File: config.mk
export PLATFORM = sky130hd
export DESIGN_NAME = texel_stream_decode
export DESIGN_NICKNAME = d
export VERILOG_FILES = /design/src/rtl/core/tsd_pkg.sv /design/src/rtl/core/tsd_front.sv /design/src/rtl/core/tsd_queue.sv /design/src/rtl/core/tsd_back.sv /design/src/rtl/core/texel_stream_decode.sv
export SDC_FILE = /design/constraint.sdc
export NUM_CORES = 1
export LEC_CHECK = 0
export ABC_AREA = 1
export BUFFER_PORTS_ARGS = -buffer_cell sky130_fd_sc_hd__clkbuf_2
export CAP_MARGIN = 20
export CORE_MARGIN = 2
export CORE_UTILIZATION = 45
export CTS_CLUSTER_SIZE = 28
export DETAILED_ROUTE_END_ITERATION = 8
export GPL_TIMING_DRIVEN = 1
export PLACE_DENSITY = 0.68
export SLEW_MARGIN = 20
export SYNTH_ARGS = -nofsm -noshare
export SYNTH_HDL_FRONTEND = slang
export SYNTH_SLANG_ARGS = --single-unit
File: constraint.sdc
create_clock -name clk -period 4.2 [get_ports clk]
set_input_delay 0.42 -clock clk [delete_from_list [all_inputs] [get_ports clk]]
set_output_delay 0.42 -clock clk [all_outputs]
set_load 0.01 [all_outputs]
File: src/rtl/core/tsd_pkg.sv
`timescale 1ns / 1ps
// ----------------------------------------------------------------------------
// tsd_pkg
// Shared types, register codes and alpha tables for the texel stream decoder.
// ----------------------------------------------------------------------------
package tsd_pkg;

  // Default depth of the job queue between front and back.
  localparam int QUEUE_DEPTH_DEF = 2;

  // Configuration port widths.
  localparam int CFG_IDX_W  = 1;
  localparam int CFG_DATA_W = 3;

  // Texture encodings as programmed in the format register.
  typedef enum logic [2:0] {
    FMT_PAL2   = 3'd0,
    FMT_PAL4   = 3'd1,
    FMT_PAL8   = 3'd2,
    FMT_PASS3  = 3'd3,
    FMT_A5I3   = 3'd4,
    FMT_DIRECT = 3'd5,
    FMT_A3I5   = 3'd6,
    FMT_PASS7  = 3'd7
  } fmt_t;

  // Configuration register indexes.
  typedef enum logic [CFG_IDX_W-1:0] {
    REG_FORMAT = 1'b0,
    REG_OPAQUE = 1'b1
  } reg_idx_t;

  // How the back end expands one queued job into texels.
  typedef enum logic [2:0] {
    MODE_PAL2,
    MODE_PAL4,
    MODE_PAL8,
    MODE_A5I3,
    MODE_A3I5,
    MODE_DIRECT,
    MODE_PASS
  } mode_t;

  // One classified job: a byte (or a paired 16-bit color) and the index of its final texel.
  typedef struct packed {
    mode_t       mode;
    logic [15:0] data;
    logic [1:0]  last_k;   // index of the final texel of this job
    logic        opaque;
    logic        last;
  } job_t;

  // 5-bit alpha scaled to 0..255, rounded to nearest.
  localparam logic [7:0] ALPHA5_LUT [32] = '{
    8'd0,   8'd8,   8'd16,  8'd25,  8'd33,  8'd41,  8'd49,  8'd58,
    8'd66,  8'd74,  8'd82,  8'd90,  8'd99,  8'd107, 8'd115, 8'd123,
    8'd132, 8'd140, 8'd148, 8'd156, 8'd165, 8'd173, 8'd181, 8'd189,
    8'd197, 8'd206, 8'd214, 8'd222, 8'd230, 8'd239, 8'd247, 8'd255
  };

  // 3-bit alpha scaled to 0..255, rounded to nearest.
  localparam logic [7:0] ALPHA3_LUT [8] = '{
    8'd0, 8'd36, 8'd73, 8'd109, 8'd146, 8'd182, 8'd219, 8'd255
  };

endpackage

File: src/rtl/core/tsd_front.sv
`timescale 1ns / 1ps
// ----------------------------------------------------------------------------
// tsd_front
// Holds the configuration registers, accepts encoded bytes, pairs direct-color
// bytes and pushes one classified job per texel-producing byte.
// ----------------------------------------------------------------------------
module tsd_front
  import tsd_pkg::*;
(
  input  logic                  clk,
  input  logic                  rst_n,
  // Configuration writes
  input  logic                  cfg_valid,
  output logic                  cfg_ready,
  input  logic [CFG_IDX_W-1:0]  cfg_index,
  input  logic [CFG_DATA_W-1:0] cfg_data,
  // Byte stream
  input  logic                  in_valid,
  output logic                  in_ready,
  input  logic [7:0]            in_data_byte,
  input  logic                  in_last_byte,
  // Job queue push side
  output logic                  job_valid,
  input  logic                  job_ready,
  output job_t                  job
);

  fmt_t       fmt_r;
  logic       opaque_r;
  logic       pair_phase_r;
  logic [7:0] held_r;
  logic       accept;
  logic       low_half;

  // Configuration writes are always taken.
  assign cfg_ready = 1'b1;

  // A byte is taken whenever the queue has room.
  assign in_ready = job_ready;
  assign accept   = in_valid && in_ready;

  // A direct-color low byte only fills the holding register.
  assign low_half  = (fmt_r == FMT_DIRECT) && !pair_phase_r;
  assign job_valid = in_valid && !low_half;

  // Classify the byte into a job for the back end.
  always_comb begin
    job.mode   = MODE_PASS;
    job.data   = {8'h00, in_data_byte};
    job.last_k = 2'd0;
    job.opaque = opaque_r;
    job.last   = in_last_byte;
    unique case (fmt_r)
      FMT_PAL2: begin
        job.mode   = MODE_PAL2;
        job.last_k = 2'd3;
      end
      FMT_PAL4: begin
        job.mode   = MODE_PAL4;
        job.last_k = 2'd1;
      end
      FMT_PAL8:   job.mode = MODE_PAL8;
      FMT_A5I3:   job.mode = MODE_A5I3;
      FMT_A3I5:   job.mode = MODE_A3I5;
      FMT_DIRECT: begin
        job.mode = MODE_DIRECT;
        job.data = {in_data_byte, held_r};
      end
      FMT_PASS3, FMT_PASS7: job.mode = MODE_PASS;
    endcase
  end

  // Configuration registers.
  always_ff @(posedge clk) begin
    if (!rst_n) begin
      fmt_r    <= FMT_PAL8;
      opaque_r <= 1'b0;
    end else if (cfg_valid && cfg_ready) begin
      unique case (reg_idx_t'(cfg_index))
        REG_FORMAT: fmt_r    <= fmt_t'(cfg_data[2:0]);
        REG_OPAQUE: opaque_r <= cfg_data[0];
      endcase
    end
  end

  // Direct-color pairing state; a last byte always ends a pair.
  always_ff @(posedge clk) begin
    if (!rst_n) begin
      pair_phase_r <= 1'b0;
      held_r       <= 8'h00;
    end else if (accept) begin
      if (low_half) begin
        held_r       <= in_data_byte;
        pair_phase_r <= !in_last_byte;
      end else if ((fmt_r == FMT_DIRECT) || in_last_byte) begin
        pair_phase_r <= 1'b0;
      end
    end
  end

endmodule

File: src/rtl/core/tsd_queue.sv
`timescale 1ns / 1ps
// ----------------------------------------------------------------------------
// tsd_queue
// Small job queue that decouples the byte front end from the texel back end.
// ----------------------------------------------------------------------------
module tsd_queue
  import tsd_pkg::*;
#(
  parameter int DEPTH = QUEUE_DEPTH_DEF   // at least 2
) (
  input  logic clk,
  input  logic rst_n,
  input  logic push_valid,
  output logic push_ready,
  input  job_t push_job,
  output logic pop_valid,
  input  logic pop_ready,
  output job_t pop_job
);

  localparam int PTR_W = $clog2(DEPTH);
  localparam int CNT_W = $clog2(DEPTH + 1);

  job_t             mem_r [DEPTH];
  logic [PTR_W-1:0] wr_ptr_r;
  logic [PTR_W-1:0] rd_ptr_r;
  logic [CNT_W-1:0] count_r;
  logic             push;
  logic             pop;

  assign push_ready = (count_r != CNT_W'(DEPTH));
  assign pop_valid  = (count_r != '0);
  assign push       = push_valid && push_ready;
  assign pop        = pop_valid && pop_ready;
  assign pop_job    = mem_r[rd_ptr_r];

  // Storage is written only on a push.
  always_ff @(posedge clk) begin
    if (push) begin
      mem_r[wr_ptr_r] <= push_job;
    end
  end

  // Pointers wrap at the queue depth.
  always_ff @(posedge clk) begin
    if (!rst_n) begin
      wr_ptr_r <= '0;
      rd_ptr_r <= '0;
      count_r  <= '0;
    end else begin
      if (push) begin
        wr_ptr_r <= (wr_ptr_r == PTR_W'(DEPTH - 1)) ? '0 : wr_ptr_r + 1'b1;
      end
      if (pop) begin
        rd_ptr_r <= (rd_ptr_r == PTR_W'(DEPTH - 1)) ? '0 : rd_ptr_r + 1'b1;
      end
      if (push && !pop) begin
        count_r <= count_r + 1'b1;
      end else if (pop && !push) begin
        count_r <= count_r - 1'b1;
      end
    end
  end

  // The fill count never passes the depth.
  a_count_bound: assert property (@(posedge clk) disable iff (!rst_n)
    count_r <= CNT_W'(DEPTH))
    else $error("job queue count beyond depth");

  // A lone push raises the count by exactly one.
  a_count_push: assert property (@(posedge clk) disable iff (!rst_n)
    push && !pop |=> count_r == $past(count_r) + 1'b1)
    else $error("job queue count not advanced on push");

endmodule

File: src/rtl/core/tsd_back.sv
`timescale 1ns / 1ps
// ----------------------------------------------------------------------------
// tsd_back
// Expands the job at the queue head into texels, one per cycle while the
// output is not stalled, into a registered output stage.
// ----------------------------------------------------------------------------
module tsd_back
  import tsd_pkg::*;
(
  input  logic        clk,
  input  logic        rst_n,
  // Job queue pop side
  input  logic        job_valid,
  output logic        job_ready,
  input  job_t        job,
  // Texel stream
  output logic        out_valid,
  input  logic        out_ready,
  output logic [15:0] out_texel_value,
  output logic [7:0]  out_texel_alpha,
  output logic        out_last_texel
);

  logic [1:0]  k_r;
  logic        out_valid_r;
  logic [15:0] value_r;
  logic [7:0]  alpha_r;
  logic        last_r;
  logic        issue;
  logic        final_k;
  logic [7:0]  sel2;
  logic [7:0]  sel4;
  logic [15:0] value_nxt;
  logic [7:0]  alpha_nxt;

  // A texel issues whenever the output stage is empty or draining.
  assign issue     = job_valid && (!out_valid_r || out_ready);
  assign final_k   = (k_r == job.last_k);
  assign job_ready = issue && final_k;

  assign sel2 = job.data[7:0] >> {k_r, 1'b0};
  assign sel4 = job.data[7:0] >> {k_r[0], 2'b00};

  // Texel value and alpha for the current slot of the head job.
  always_comb begin
    value_nxt = {8'h00, job.data[7:0]};
    alpha_nxt = 8'hff;
    unique case (job.mode)
      MODE_PAL2: value_nxt = {14'h0000, sel2[1:0]};
      MODE_PAL4: value_nxt = {12'h000, sel4[3:0]};
      MODE_PAL8: value_nxt = {8'h00, job.data[7:0]};
      MODE_A5I3: begin
        value_nxt = {13'h0000, job.data[2:0]};
        alpha_nxt = ALPHA5_LUT[job.data[7:3]];
      end
      MODE_A3I5: begin
        value_nxt = {11'h000, job.data[4:0]};
        alpha_nxt = ALPHA3_LUT[job.data[7:5]];
      end
      MODE_DIRECT: begin
        value_nxt = job.data;
        alpha_nxt = job.data[15] ? 8'hff : 8'h00;
      end
      MODE_PASS: value_nxt = {8'h00, job.data[7:0]};
      default:   value_nxt = {8'h00, job.data[7:0]};
    endcase
    // Palette index zero is transparent unless the opaque flag is set.
    if ((job.mode == MODE_PAL2 || job.mode == MODE_PAL4 || job.mode == MODE_PAL8)
        && !job.opaque && value_nxt == 16'h0000) begin
      alpha_nxt = 8'h00;
    end
  end

  // Slot counter within the head job.
  always_ff @(posedge clk) begin
    if (!rst_n) begin
      k_r <= 2'd0;
    end else if (issue) begin
      k_r <= final_k ? 2'd0 : k_r + 2'd1;
    end
  end

  // Output stage control.
  always_ff @(posedge clk) begin
    if (!rst_n) begin
      out_valid_r <= 1'b0;
    end else if (issue) begin
      out_valid_r <= 1'b1;
    end else if (out_ready) begin
      out_valid_r <= 1'b0;
    end
  end

  // Output stage payload.
  always_ff @(posedge clk) begin
    if (issue) begin
      value_r <= value_nxt;
      alpha_r <= alpha_nxt;
      last_r  <= job.last && final_k;
    end
  end

  assign out_valid       = out_valid_r;
  assign out_texel_value = value_r;
  assign out_texel_alpha = alpha_r;
  assign out_last_texel  = last_r;

  // The slot counter stays within the head job's texel count.
  a_k_bound: assert property (@(posedge clk) disable iff (!rst_n)
    job_valid |-> k_r <= job.last_k)
    else $error("texel slot beyond job count");

  // Single-texel jobs always issue from slot zero.
  a_single_slot: assert property (@(posedge clk) disable iff (!rst_n)
    issue && job.last_k == 2'd0 |-> k_r == 2'd0)
    else $error("single-texel job issued from nonzero slot");

endmodule

File: src/rtl/core/texel_stream_decode.sv
`timescale 1ns / 1ps
// ----------------------------------------------------------------------------
// texel_stream_decode
// Decodes an encoded texture byte stream into texels with value and alpha.
// ----------------------------------------------------------------------------
//  Channel | Ports                                         | Direction
//  --------+-----------------------------------------------+----------
//  cfg     | cfg_valid/ready, cfg_index, cfg_data          | in
//  in      | in_valid/ready, in_data_byte, in_last_byte    | in
//  out     | out_valid/ready, out_texel_value/alpha, _last | out
//
// The back end issues one texel per cycle while its output stage is not
// stalled, so a byte yields four texels in 2bpp, two in 4bpp and one in
// every other format; a direct-color texel needs two bytes. The front takes
// a byte each cycle while the job queue has room. The first texel of a byte
// passes through the job queue and then the registered output stage.
// Reset is synchronous and returns the format to 8bpp and clears pairing.
// Either side may stall without losing a transaction.
// ----------------------------------------------------------------------------
module texel_stream_decode
  import tsd_pkg::*;
#(
  parameter int QUEUE_DEPTH = QUEUE_DEPTH_DEF
) (
  input  logic                  clk,
  input  logic                  rst_n,
  input  logic                  cfg_valid,
  output logic                  cfg_ready,
  input  logic [CFG_IDX_W-1:0]  cfg_index,
  input  logic [CFG_DATA_W-1:0] cfg_data,
  input  logic                  in_valid,
  output logic                  in_ready,
  input  logic [7:0]            in_data_byte,
  input  logic                  in_last_byte,
  output logic                  out_valid,
  input  logic                  out_ready,
  output logic [15:0]           out_texel_value,
  output logic [7:0]            out_texel_alpha,
  output logic                  out_last_texel
);

  logic push_valid;
  logic push_ready;
  job_t push_job;
  logic pop_valid;
  logic pop_ready;
  job_t pop_job;

  // Byte intake and classification.
  tsd_front u_front (
    .clk          (clk),
    .rst_n        (rst_n),
    .cfg_valid    (cfg_valid),
    .cfg_ready    (cfg_ready),
    .cfg_index    (cfg_index),
    .cfg_data     (cfg_data),
    .in_valid     (in_valid),
    .in_ready     (in_ready),
    .in_data_byte (in_data_byte),
    .in_last_byte (in_last_byte),
    .job_valid    (push_valid),
    .job_ready    (push_ready),
    .job          (push_job)
  );

  // Job queue between the two halves.
  tsd_queue #(
    .DEPTH (QUEUE_DEPTH)
  ) u_queue (
    .clk        (clk),
    .rst_n      (rst_n),
    .push_valid (push_valid),
    .push_ready (push_ready),
    .push_job   (push_job),
    .pop_valid  (pop_valid),
    .pop_ready  (pop_ready),
    .pop_job    (pop_job)
  );

  // Texel expansion and output stage.
  tsd_back u_back (
    .clk             (clk),
    .rst_n           (rst_n),
    .job_valid       (pop_valid),
    .job_ready       (pop_ready),
    .job             (pop_job),
    .out_valid       (out_valid),
    .out_ready       (out_ready),
    .out_texel_value (out_texel_value),
    .out_texel_alpha (out_texel_alpha),
    .out_last_texel  (out_last_texel)
  );

endmodule
# After elaboration in Yosys (flattened, before gate mapping)

Memory sizes are Yosys's and may differ from the RTL's. A register that Yosys moved wholly into a read port is not among the register bits.
Index checks and enable logic that the tools add are counted.

Input bits: 18
Output and inout bits: 28
RAM bits: 46
Bits in read-only memories: 320
Word-level logic and storage cells: 99
Memories: 3
Flip-flop bits (word level): 45

Memories:

| name            | depth | bits a word | read ports | clocked after Yosys merged registers in | write ports | line            | text |
|---|---|---|---|---|---|---|---|
| (no name shown) | 32    | 8           | 1          | 0                                       | 0           | tsd_back.sv:54  | `alpha_nxt = ALPHA5_LUT[job.data[7:3]];` |
| (no name shown) | 8     | 8           | 1          | 0                                       | 0           | tsd_back.sv:58  | `alpha_nxt = ALPHA3_LUT[job.data[7:5]];` |
| u_queue.mem_r   | 2     | 23          | 1          | 1                                       | 1           | tsd_queue.sv:24 | `job_t mem_r [DEPTH];` |

Bitwise gates (word level): 3
Mux-type cells: 23
Shifts and indexed selects: 2
Eq/ne operators: 14
Reductions and logical operators: 35
Order comparisons: 2
Add/sub/neg operators: 5

Operators by type and width:

| cell                | count |
|---|---|
| $pmux 16 s5         | 1 |
| $mux 8              | 5 |
| $pmux 8 s3          | 1 |
| $pmux 3 s7          | 1 |
| $eq 3x3->1 const B  | 6 |
| $logic_not 16->1    | 1 |
| $mux 16             | 1 |
| $eq 3x2->1 const B  | 4 |
| $logic_and 1x1->1   | 12 |
| $mux 1              | 10 |
| $reduce_and 2->1    | 4 |
| $reduce_bool 2->1   | 4 |
| $shr 8x3->2         | 1 |
| $shr 8x3->4         | 1 |
| $logic_not 1->1     | 7 |
| $eq 3x1->1 const B  | 2 |
| $ge 6x6->1 const B  | 1 |
| $logic_not 3->1     | 2 |
| $mux 2              | 3 |
| $not 5->6           | 1 |
| $add 2x1->2 const B | 2 |
| $ge 4x4->1 const B  | 1 |
| $logic_or 1x1->1    | 4 |
| $not 3->4           | 1 |
| other kinds (7)     | 8 |

# Longest topological paths before layout

Gate-level depths: netlist of run 1.

Depth after elaboration: 9
Mapped depth: 13
Gate-level depth less buffers: 11

# Hierarchy

From an unflattened synthesis of run 1, not the netlist that was laid out.

Cell total of the unflattened synthesis: 447
Area, all modules: 4383.0 um2

By module, submodules not included:

| module    | cells an instance | seq. area each (um2) | instances | area an instance (um2) |
|---|---|---|---|---|
| tsd_queue | 108               | 1481.4               | 1         | 1903.1 |
| tsd_back  | 200               | 810.8                | 1         | 1634.1 |
| tsd_front | 139               | 260.2                | 1         | 845.8 |

# Worst setup path before layout of run 1

Ideal clock, no wire load.

Path type: in2reg
Start: in out_ready
End: reg u_queue.count_r[1]
Path buffers: 0
Arrival: 2872 ps
Setup slack: 1206 ps
Cell stages on the path: 8
Library setup time: 122 ps
Required time: 4078 ps
Cells stage by stage: nor2_1 > a21oi_1 > nand3_2 > ha_1 > a21oi_1 > o21ai_0 > o21ai_0 > a21oi_1

Longest elaborated chain between the ends: 7
Elaborated cells on any way between the ends: 9
Classes of those cells: 1 x mux; 8 x reduce/logical

Ends and longest elaborated chain:

| what                                               | line                      | text |
|---|---|---|
| from (decl)                                        | texel_stream_decode.sv:36 | `input logic out_ready,` |
| $logic_or 1x1->1 *                                 | tsd_back.sv:37            | `assign issue = job_valid && (!out_valid_r \|\| out_ready);` |
| $logic_and 1x1->1 *                                | tsd_back.sv:37            |  |
| net u_back.issue                                   | tsd_back.sv:29            | `logic issue;` |
| $logic_and 1x1->1 *                                | tsd_back.sv:39            | `assign job_ready = issue && final_k;` |
| $logic_and 1x1->1 *                                | tsd_queue.sv:34           | `assign pop = pop_valid && pop_ready;` |
| $logic_not 1->1                                    | tsd_queue.sv:57           | `if (push && !pop) begin` |
| $logic_and 1x1->1                                  | tsd_queue.sv:57           |  |
| $mux 2 / $reduce_bool 2->1 (equally long branches) | -                         |  |
| to (signal assigned)                               | tsd_queue.sv:58           | `count_r <= count_r + 1'b1;` |
| to (signal assigned)                               | tsd_queue.sv:60           | `count_r <= count_r - 1'b1;` |
| to (decl)                                          | tsd_queue.sv:27           | `logic [CNT_W-1:0] count_r;` |

Mark *: on every way through the listed nets, which the timed path passes. The rest lies on a longest branch.
A chain may end at the register's enable or synchronous reset.

==> run summary, run 1 <==
STATUS
---------------------------------------------------------------------------------
Outcome                                                                 completed

SYNTHESIS
---------------------------------------------------------------------------------
Synthesized netlist cell count                                                417
Proportion of synthesized chip area in sequential cells                     0.610
Syn Std Cell Area                                                       4180 um^2
Post-synthesis net count                                                      436
Unique cell type count in the Yosys netlist                                    34
Avg Cell Area, Syn                                                      10.0 um^2
Synth Register Bits                                                            92
Number of warnings issued by yosys                                              0

GRT
---------------------------------------------------------------------------------
Grt ovf                                                                         0
Total Routing Usage GR                                                      0.164
Number of global-route vias before repair                                    2767
Pin count of the biggest net entering global routing                           29
Global-route wire length before repair                                    12.8 mm
Number of antenna violations at the first check in global routing               0

POWER AND IR DROP
---------------------------------------------------------------------------------
Combinational share of power                                                0.311
Cell-internal power                                                       1.87 mW
Power Dens Cells                                                      608 nW/um^2
Sequential share of power                                                   0.461
Clock network fraction of total power                                       0.228
Leakage                                                                   2.02 nW
Switching share of power                                                    0.348
Switching Power                                                            998 uW
VDD IR-drop max                                                          0.423 mV

FLOORPLAN
---------------------------------------------------------------------------------
Ports                                                                          46
Area of the die                                                        10100 um^2
Horizontal extent of the die                                               100 um
Starting utilization of the core area                                       0.459
Die H                                                                      100 um
Core area                                                               9110 um^2
Number of cell rows                                                            35

WORST HOLD PATH
---------------------------------------------------------------------------------
Worst hold path class                                                   in -> reg
Worst-case hold path end point                                       u_queue.mem_r[1][0]$_DFFE_PP_
Cell depth of the worst min-delay path                                          1
Startpoint of the worst hold path                                    in_last_byte

SETUP PATH
---------------------------------------------------------------------------------
Reg-to-reg endpoint                                                  u_queue.count_r[1]$_SDFFE_PN0P_
Critical Path RT                                                          4450 ps
Worst Setup End Kind                                                         flop
Worst reg2reg path depth                                                       11
Register-to-register setup slack                                          1830 ps
Biggest fanout along the worst timing path                                     26
Critical path class                                                    reg -> reg
Crit path DAT                                                             2620 ps
Critical Path Source Type                                                    flop

PLACEMENT
---------------------------------------------------------------------------------
GPL Wtd Cong                                                                0.897
HPWL Detailed                                                             5.48 mm
Buffers added on ports                                                         44

CLOCK NETWORK
---------------------------------------------------------------------------------
Worst-Skew Late Latency                                                    360 ps
Maximum count of clock buffers along a single path                              2
Post-CTS setup buffer count                                                     0
Depth of the CTS H-tree                                                         3
Clock slew seen by the registers of the worst setup and hold paths          90 ps
Clock Sink Count                                                               92
CTS tree                                                                    built
Num CTS Buffers                                                                 9
Total of cells resized after clock tree synthesis                               0
Buffer type at the clock tree root                                   sky130_fd_sc_hd__clkbuf_8
Hold buffer count at CTS                                                        0

CELLS AND AREA
---------------------------------------------------------------------------------
Top library cells by usage in the layout, fill and taps aside        sky130_fd_sc_hd__nand2_1, sky130_fd_sc_hd__edfxtp_1, sky130_fd_sc_hd__a21oi_1
Share of the core filled with cells                                         0.519
Area added between synthesis and finish                                     13.0%
Fill cells                                                                    795
Antenna diodes                                                                  0
Commonest non-fill, non-tap cell in the layout                       sky130_fd_sc_hd__nand2_1
Total Nets Final                                                              485
Fraction of final layout cells sized beyond drive strength 1                0.227

DETAILED ROUTING
---------------------------------------------------------------------------------
First-pass iteration count of the detailed router                               4
Post-DR vias/cell                                                            5.08
Detailed Route Iter0 Violations                                               224
WL/cell                                                                   13.5 um
Vias after detailed routing                                                  2954
Count of nets left with antenna violations after detail routing                 0
Remaining DRCs                                                                  0
Detailed-route wire length                                                7.89 mm

JOB
---------------------------------------------------------------------------------
Max-capacitance violation count                                                 0

TIMING
---------------------------------------------------------------------------------
Achievable clock frequency                                                421 MHz
Setup repair after global routing missed its margin                         false
Sum Neg Setup Slack                                                          0 ps
Final max-slew violation count                                                  0
Post-Route Skew                                                           11.1 ps
Final Cycle Share                                                           0.565
Endpoints failing hold                                                          0
Period minus WS final                                                     2370 ps
Setup violations, final                                                         0

[routing by layer]
layer / global-route usage / vias to the layer above / routed length (um)
met1: 0.203 / 1365 / 3500
met4: 0.0590 / 0 / 146
met3: 0.0432 / 14 / 457
met2: 0.278 / 93 / 3780
met5: 0 / - / 0
li1: - / 1482 / -
[metrics by stage]
| stage | instances | total power, mW | worst slack (ps) | cell area (um^2) | hold slack (ps) |
|---|---|---|---|---|---|
| final | 582 | 2.87 | 1830 | 4720 | 270 |
| after global routing | 582 | 3.05 | 1530 | 4720 | 259 |
| after CTS | 582 | 2.89 | 1840 | 4720 | 252 |
| after detailed placement | 566 | 2.24 | 1860 | 4500 | 500 |
| after global placement | 566 | 2.22 | 1970 | 4500 | 479 |
| after floorplan | 417 | 1.96 | 1210 | 4180 | 426 |
[cell usage after synthesis, drive strengths merged]
cell / count / share of area
edfxtp: 71 / 0.51
nand2: 104 / 0.11
o211a: 1 / 0.0024
clkbuf: 1 / 0.00090
xor2: 3 / 0.0099
clkinv: 1 / 0.00090
nor2: 52 / 0.057
o211ai: 2 / 0.0036
o21ai: 25 / 0.032
inv: 47 / 0.044
a21oi: 50 / 0.060
dfxtp: 21 / 0.10
ha: 1 / 0.0030
a221oi: 1 / 0.0021
nor3: 1 / 0.0012
nand3: 26 / 0.040
buf: 9 / 0.018
conb: 1 / 0.00090
[worst max-delay path, cell delays in order, from the launching register on]
cell                      delay [ps]
sky130_fd_sc_hd__dfxtp_1         520
sky130_fd_sc_hd__buf_4           330
sky130_fd_sc_hd__inv_8           130
sky130_fd_sc_hd__nand2_1         100
sky130_fd_sc_hd__nand2_2          60
sky130_fd_sc_hd__xor2_2          160
sky130_fd_sc_hd__nand3_2         140
sky130_fd_sc_hd__ha_1            340
sky130_fd_sc_hd__a21oi_1         110
sky130_fd_sc_hd__o21ai_0         120
sky130_fd_sc_hd__o21ai_0         180
sky130_fd_sc_hd__a21oi_1          50
[cells by family (layout without fill, tap and decap cells)]
kind of cell / count (synthesis) / in the layout / share of synthesized area
buffers and inverters: 58 / 112 / 0.0640
AO/OA/AOI/OAI: 79 / 79 / 0.0996
AND/OR/NAND/NOR: 183 / 183 / 0.212
other: 1 / 1 / 0.000897
adder cells (fa/ha/maj): 1 / 1 / 0.00299
XOR/XNOR: 3 / 3 / 0.00987
flip-flops: 92 / 92 / 0.610
[power groups by stage]
| stage | registers [mW] | logic [mW] | clock network [mW] |
|---|---|---|---|
| 2_1_floorplan | 1.41 | 0.554 | 0 |
| 3_3_place_gp | 1.34 | 0.879 | 0 |
| 3_5_place_dp | 1.35 | 0.896 | 0 |
| 4_1_cts | 1.33 | 0.900 | 0.664 |
| 5_1_grt | 1.35 | 1.00 | 0.701 |
| 6_report | 1.32 | 0.894 | 0.655 |
[flip-flops by register name, indices dropped and copies added (netlist names), 2 cells and up, named ones only]
| name | flops |
|---|---|
| u_queue.mem_r | 46 |
| u_back.out_texel_value | 16 |
| u_back.out_texel_alpha | 8 |
| u_front.held_r | 8 |
| u_front.fmt_r | 3 |
| u_back.k_r | 2 |
| u_queue.count_r | 2 |
[cell type report]
class | count | area, um^2 | share of cell area
repair buffers | 48 | 250 | 0.0530
well taps | 111 | 139 | 0.0294
multi-input cells | 267 | 1370 | 0.290
clock buffers | 9 | 124 | 0.0262
inverters | 48 | 188 | 0.0397
clock inverters | 7 | 100 | 0.0212
flip-flops and latches | 92 | 2550 | 0.540
[worst max path at each step]
stage	endpoint	slack [ps]	cells after the start
2_1_floorplan	u_queue.count_r[1]$_SDFFE_PN0P_	1210	8
3_3_place_gp	u_queue.count_r[1]$_SDFFE_PN0P_	1970	11
3_5_place_dp	u_queue.count_r[1]$_SDFFE_PN0P_	1860	11
4_1_cts	u_queue.count_r[1]$_SDFFE_PN0P_	1840	11
5_1_grt	u_queue.count_r[1]$_SDFFE_PN0P_	1530	11
6_report	u_queue.count_r[1]$_SDFFE_PN0P_	1830	11
Note: power is estimated with default switching activity, not from simulation.
==> run 2, diff against run 1 <==
--- a/config.mk
+++ b/config.mk
@@ -5,7 +5,7 @@
 export SDC_FILE = /design/constraint.sdc
 export NUM_CORES = 1
 export LEC_CHECK = 0
-export ABC_AREA = 1
+export ABC_AREA = 0
 export BUFFER_PORTS_ARGS = -buffer_cell sky130_fd_sc_hd__clkbuf_2
 export CAP_MARGIN = 20
 export CORE_MARGIN = 2
==> constraint.sdc (replaced) <==
create_clock -name clk -period 2.5 [get_ports clk]
set_input_delay 0.25 -clock clk [delete_from_list [all_inputs] [get_ports clk]]
set_output_delay 0.25 -clock clk [all_outputs]
set_load 0.01 [all_outputs]
==> run 2 against run 1 <==
First-iteration DRC count shrank 55%; cell count down 16%; clock-buffer cell count up 5; area after synthesis decreased by 0.33%; sequential power rose by 73%; critical endpoint is now u_back.out_texel_alpha[0]$_SDFFCE_PP0P_; largest cell class unchanged; largest power group unchanged.
==> run summary, run 2 <==
STATUS
---------------------------------------------------------------------------------
Outcome                                                                 completed

SYNTHESIS
---------------------------------------------------------------------------------
Dominant combinational cell family by area after synthesis           multiplexers
Unique cell type count in the Yosys netlist                                    54
EDFF count, synth                                                              71
Synthesized netlist cell count                                                317
Most used standard cell by instance count after synthesis            sky130_fd_sc_hd__edfxtp_1
Most used standard cells in the synthesized netlist                  sky130_fd_sc_hd__edfxtp_1, sky130_fd_sc_hd__mux2i_1, sky130_fd_sc_hd__nor2_1
Most used flip-flop cell after synthesis                             sky130_fd_sc_hd__edfxtp_1
Proportion of synthesized chip area in sequential cells                     0.612
Post-synthesis net count                                                      336
Ranking of synthesized cells by area                                 sky130_fd_sc_hd__edfxtp_1, sky130_fd_sc_hd__dfxtp_1, sky130_fd_sc_hd__mux2i_1, sky130_fd_sc_hd__mux2_2, sky130_fd_sc_hd__nor2_1
Synth Area in XOR/XNOR                                                     0.0126
Avg Cell Area, Syn                                                      13.1 um^2
Simple-gate share of the synthesized area                                   0.117
Biggest area consumer among synthesized cells                        sky130_fd_sc_hd__edfxtp_1
Synth Register Bits                                                            92
Share of flip-flops with an asynchronous set or reset                           0
Number of warnings issued by yosys                                              0
Synthesized-area fraction occupied by adder cells                         0.00300
Multiplexer share of the synthesized area                                   0.125
Syn Std Cell Area                                                       4170 um^2
Proportion of netlist area held by the largest area contributor             0.512
Post-synthesis compound-gate area fraction                                  0.102

TIMING
---------------------------------------------------------------------------------
Worst relative slew slack                                                   0.670
Worst Max-Slew Pin Slew                                                    491 ps
Achievable clock frequency                                                439 MHz
Period minus WS final                                                     2280 ps
Setup violations, final                                                         0
Endpoints failing hold                                                          0
Post-Route Skew                                                           6.80 ps
Setup repair after global routing missed its margin                         false
Sum Neg Setup Slack                                                          0 ps
Final Cycle Share                                                           0.911
Final max-slew violation count                                                  0

FLOORPLAN
---------------------------------------------------------------------------------
Die H                                                                      100 um
Starting utilization of the core area                                       0.458
Area of the die                                                        10000 um^2
Number of cell rows                                                            35
Ports                                                                          46
Horizontal extent of the die                                               100 um
Core area                                                               9110 um^2

GRT
---------------------------------------------------------------------------------
Layer carrying the most global-route usage                                   met2
Global-route wire length before repair                                    13.0 mm
Pin count of the biggest net entering global routing                           29
Number of global-route vias before repair                                    2636
Met1 Usage GRT                                                              0.223
Grt ovf                                                                         0
Number of antenna violations at the first check in global routing               0
Total Routing Usage GR                                                      0.167
Met2 capacity usage during global routing                                   0.270
Met3 layer usage reported by global route                                  0.0334

CLOCK NETWORK
---------------------------------------------------------------------------------
Depth of the CTS H-tree                                                         3
CTS tree                                                                    built
Maximum count of clock buffers along a single path                              2
Clock Sink Count                                                               92
Hold buffer count at CTS                                                        0
Clock slew seen by the registers of the worst setup and hold paths          80 ps
Worst-Skew Late Latency                                                    340 ps
Num CTS Buffers                                                                 9
Buffer type at the clock tree root                                   sky130_fd_sc_hd__clkbuf_8

PLACEMENT
---------------------------------------------------------------------------------
HPWL Detailed                                                             5.40 mm
Buffers added on ports                                                         44
GPL Wtd Cong                                                                0.888
Dpl cells                                                                     470

CELLS AND AREA
---------------------------------------------------------------------------------
Largest register by flop count                                       u_queue.mem_r
Commonest non-fill, non-tap cell in the layout                       sky130_fd_sc_hd__edfxtp_1
Fill cells                                                                    814
Area added between synthesis and finish                                     12.6%
Total Nets Final                                                              389
Top library cells by usage in the layout, fill and taps aside        sky130_fd_sc_hd__edfxtp_1, sky130_fd_sc_hd__clkbuf_2, sky130_fd_sc_hd__mux2i_1
Max FFs per register                                                           46
Fraction of final layout cells sized beyond drive strength 1                0.253
Antenna diodes                                                                  0
Number of standard cells in the final layout excluding fillers                486

JOB
---------------------------------------------------------------------------------
Max-capacitance violation count                                                 0

POWER AND IR DROP
---------------------------------------------------------------------------------
VDD IR-drop max                                                          0.809 mV
Power after layout                                                        4.74 mW
Power Dens Cells                                                     1010 nW/um^2
Leakage                                                                   1.68 nW

DETAILED ROUTING
---------------------------------------------------------------------------------
Count of nets left with antenna violations after detail routing                 0
Detailed-route wire length                                                7.88 mm
Detailed Route Iter0 Violations                                               101
First-pass iteration count of the detailed router                               4
Post-DR vias/cell                                                            5.44
Vias after detailed routing                                                  2643
Remaining DRCs                                                                  0
WL/cell                                                                   16.2 um

SETUP PATH
---------------------------------------------------------------------------------
Worst path max stage delay                                                 570 ps
Crit path DAT                                                             2340 ps
Critical Path RT                                                          2570 ps
Worst Setup End Kind                                                         flop
Critical Path Source Type                                                    flop
Biggest fanout along the worst timing path                                     26
Cell type of the slowest stage on the worst timing path              sky130_fd_sc_hd__dfxtp_4
Critical path class                                                    reg -> reg
Cell chain of the critical path                                      mux2_2 > a2bb2o_1 > nand3_1 > a311oi_4 > a32oi_1

WORST HOLD PATH
---------------------------------------------------------------------------------
Worst hold path class                                                   in -> reg

## run 2: worst paths after layout
check                           slack, ps                                       to  depth (start not counted)                          start
worst max-delay path                  220  u_back.out_texel_alpha[0]$_SDFFCE_PP0P_                          5                           flop
worst min register to register        470            u_queue.mem_r[1][1]$_DFFE_PP_                          0  u_front.opaque_r$_SDFFE_PN0P_
worst min-delay path                  120            u_front.fmt_r[1]$_SDFFE_PN1P_                          3                    cfg_data[1]
worst max register to register        220  u_back.out_texel_alpha[0]$_SDFFCE_PP0P_                          5                           flop
## run 2: worst max-delay path, delay by kind of cell (launching register included)
family          cells  cell delay, ps
mux                 1             450
simple gates        1             130
compound gates      3             840
flops               1             570
## run 2: timing repair
action / in CTS / in global routing
endpoints found under the hold margin: 0 / 0
resized for setup: 0 / 1
buffers inserted: 0 / 0
setup endpoints to repair: 0 / 10
## run 2: cells by family (layout without fill, tap and decap cells)
kind of cell               Yosys count  in the layout
and+or+nand+nor                     91             91
other                                1              1
buffers and inverters               19             77
muxes                               48             48
AOI/OAI and AO/OA                   59             59
DFF                                 92             92
adders and majority gates            1              1
xor gates and xnor gates             6              6
## run 2: per-layer routing
| layer | wire [um] | part of all wire | up-vias |
|---|---|---|---|
| met5 | 0 | 0 | - |
| met4 | 165 | 0.021 | 0 |
| met3 | 343 | 0.044 | 15 |
| met2 | 3810 | 0.48 | 65 |
| met1 | 3550 | 0.45 | 1274 |
| li1 | - | - | 1289 |
## run 2: final cells by class
type                       count  area (um^2)  area share
clock buffer                  14          153      0.0325
clock inverter                 2         11.3     0.00240
inverter                       6         22.5     0.00480
multi-input combinational    206         1510       0.322
sequential                    92         2560       0.545
tap                          111          139      0.0296
timing repair buffer          55          303      0.0645
## run 2: power breakdown
group	switching (mW)	total, mW	leakage (nW)	internal (mW)
clock	0.462	0.852	0.0850	0.390
sequential	0.208	2.29	0.840	2.08
combinational	0.941	1.59	0.752	0.651
## run 2: per-stage QoR
step	instance area, um^2	utilization	hold WS, ps	worst slack [ps]
2_1_floorplan	4170	-	349	48.4
3_3_place_gp	4530	0.497	444	105
3_5_place_dp	4530	0.497	449	44.4
4_1_cts	4690	0.515	105	28.6
5_1_grt	4690	0.515	115	28.8
6_report	4690	0.515	119	222
==> run 3, diff against run 2 <==
==> constraint.sdc (replaced) <==
create_clock -name clk -period 2.5 [get_ports clk]
set_input_delay 0.25 -clock clk [delete_from_list [all_inputs] [get_ports clk]]
set_output_delay 0.25 -clock clk [all_outputs]
set_load 0.05 [all_outputs]
==> run 3 against run 2 <==
Global-route usage grew 0.28 points; worst setup slack is essentially flat; clock power grew 42%.
==> run summary, run 3 (same netlist as run 2, synthesis figures left out) <==
CELLS AND AREA
---------------------------------------------------------------------------------
Max FFs per register                                                           46
Largest register by flop count                                       u_queue.mem_r
Total non-filler cell area in the finished layout                       4830 um^2
Fraction of final layout cells sized beyond drive strength 1                0.273
Total Nets Final                                                              395
Fill cells                                                                    792
Top library cells by usage in the layout, fill and taps aside        sky130_fd_sc_hd__edfxtp_1, sky130_fd_sc_hd__clkbuf_2, sky130_fd_sc_hd__mux2i_1
Number of standard cells in the final layout excluding fillers                492
Total area of sequential cells                                          2560 um^2
Area used by multi-input combinational logic                            1510 um^2
Commonest non-fill, non-tap cell in the layout                       sky130_fd_sc_hd__edfxtp_1
Area added between synthesis and finish                                     16.0%
Share of the core filled with cells                                         0.531
Antenna diodes                                                                  0

POWER AND IR DROP
---------------------------------------------------------------------------------
Power Dens Cells                                                     1180 nW/um^2
VDD IR-drop max                                                          0.831 mV
Power after layout                                                        5.69 mW
Leakage                                                                   1.75 nW

TIMING
---------------------------------------------------------------------------------
Achievable clock frequency                                                439 MHz
Min setup slack post-route                                                 223 ps
Post-Route Skew                                                           11.6 ps
Worst Hold Slack                                                           103 ps
Endpoints failing hold                                                          0
Final Cycle Share                                                           0.911
Setup repair after global routing missed its margin                         false
Setup violations, final                                                         0
Final max-slew violation count                                                  0
Sum Neg Setup Slack                                                          0 ps
Period minus WS final                                                     2280 ps

PLACEMENT
---------------------------------------------------------------------------------
Dpl cells                                                                     476
HPWL Detailed                                                             5.50 mm
Buffers added on ports                                                         44
GPL Wtd Cong                                                                0.887
Post-Place Setup Slack                                                    87.3 ps
Area after DPL                                                          4580 um^2

SETUP PATH
---------------------------------------------------------------------------------
Critical path class                                                    reg -> reg
Critical Path RT                                                          2790 ps
Crit path DAT                                                             2560 ps
Worst Setup End Kind                                                         flop
Biggest fanout along the worst timing path                                     19
Critical Path Source Type                                                    flop

CLOCK NETWORK
---------------------------------------------------------------------------------
Clock Sink Count                                                               92
Buffer type at the clock tree root                                   sky130_fd_sc_hd__clkbuf_8
Depth of the CTS H-tree                                                         3
Num CTS Buffers                                                                 9
CTS tree                                                                    built
Clock slew seen by the registers of the worst setup and hold paths          90 ps
Worst-Skew Late Latency                                                    360 ps
Maximum count of clock buffers along a single path                              2

DETAILED ROUTING
---------------------------------------------------------------------------------
WL/cell                                                                   16.2 um
Count of nets left with antenna violations after detail routing                 0
Detailed-route wire length                                                7.95 mm
Post-DR vias/cell                                                            5.41
First-pass iteration count of the detailed router                               4
Detailed Route Iter0 Violations                                               137
Vias after detailed routing                                                  2664
Remaining DRCs                                                                  0

WORST HOLD PATH
---------------------------------------------------------------------------------
Worst hold path class                                                   in -> reg

GRT
---------------------------------------------------------------------------------
Global-route wire length before repair                                    13.1 mm
Met3 layer usage reported by global route                                  0.0411
Grt ovf                                                                         0
Met2 capacity usage during global routing                                   0.275
Number of antenna violations at the first check in global routing               0
Number of global-route vias before repair                                    2661
Total Routing Usage GR                                                      0.170
Layer carrying the most global-route usage                                   met2
Pin count of the biggest net entering global routing                           29
Met1 Usage GRT                                                              0.217

FLOORPLAN
---------------------------------------------------------------------------------
Ports                                                                          46
Area of the die                                                        10000 um^2
Core area                                                               9110 um^2
Horizontal extent of the die                                               100 um
Starting utilization of the core area                                       0.458
Die H                                                                      100 um
Number of cell rows                                                            35

STATUS
---------------------------------------------------------------------------------
Outcome                                                                 completed

JOB
---------------------------------------------------------------------------------
Max-capacitance violation count                                                 0

run 3: routing by layer:
metal | up-vias | part of all wire
met5 | - | 0
met4 | 0 | 0.022
met3 | 14 | 0.047
met2 | 71 | 0.48
met1 | 1266 | 0.45
li1 | 1313 | -
run 3: worst paths after layout:
check,from,endpoint,slack [ps],depth (start not counted)
worst min register to register,u_front.opaque_r$_SDFFE_PN0P_,u_queue.mem_r[0][1]$_DFFE_PP_,470,0
worst min-delay path,cfg_data[1],u_front.fmt_r[1]$_SDFFE_PN1P_,100,3
worst max register to register,flop,u_queue.count_r[1]$_SDFFE_PN0P_,220,7
worst max-delay path,flop,u_queue.count_r[1]$_SDFFE_PN0P_,220,7
run 3: critical path, cell delays in order, from the launching register on:
cell and delay, ps:
sky130_fd_sc_hd__dfxtp_4 520, sky130_fd_sc_hd__buf_4 180, sky130_fd_sc_hd__mux2i_1 220, sky130_fd_sc_hd__xor2_1 250
sky130_fd_sc_hd__nand3_1 160, sky130_fd_sc_hd__ha_1 360, sky130_fd_sc_hd__or3_1 340, sky130_fd_sc_hd__a21boi_0 170
run 3: cell type report:
type                       count  share of cell area
inverter                       6             0.00466
multi-input combinational    206               0.312
timing repair buffer          61              0.0746
tap                          111              0.0287
clock inverter                 6              0.0246
clock buffer                  10              0.0264
sequential                    92               0.529
run 3: what timing repair did:
item                                    in CTS  in global routing
resized for setup                            0                  1
endpoints found under the setup margin       0                  9
buffers inserted                             0                  0
hold buffers                                 0                  0
run 3: power by group:
part / leakage [nW] / internal, mW / switching, mW
clock: 0.123 / 0.677 / 0.529
sequential: 0.840 / 2.08 / 0.189
combinational: 0.786 / 0.715 / 1.50
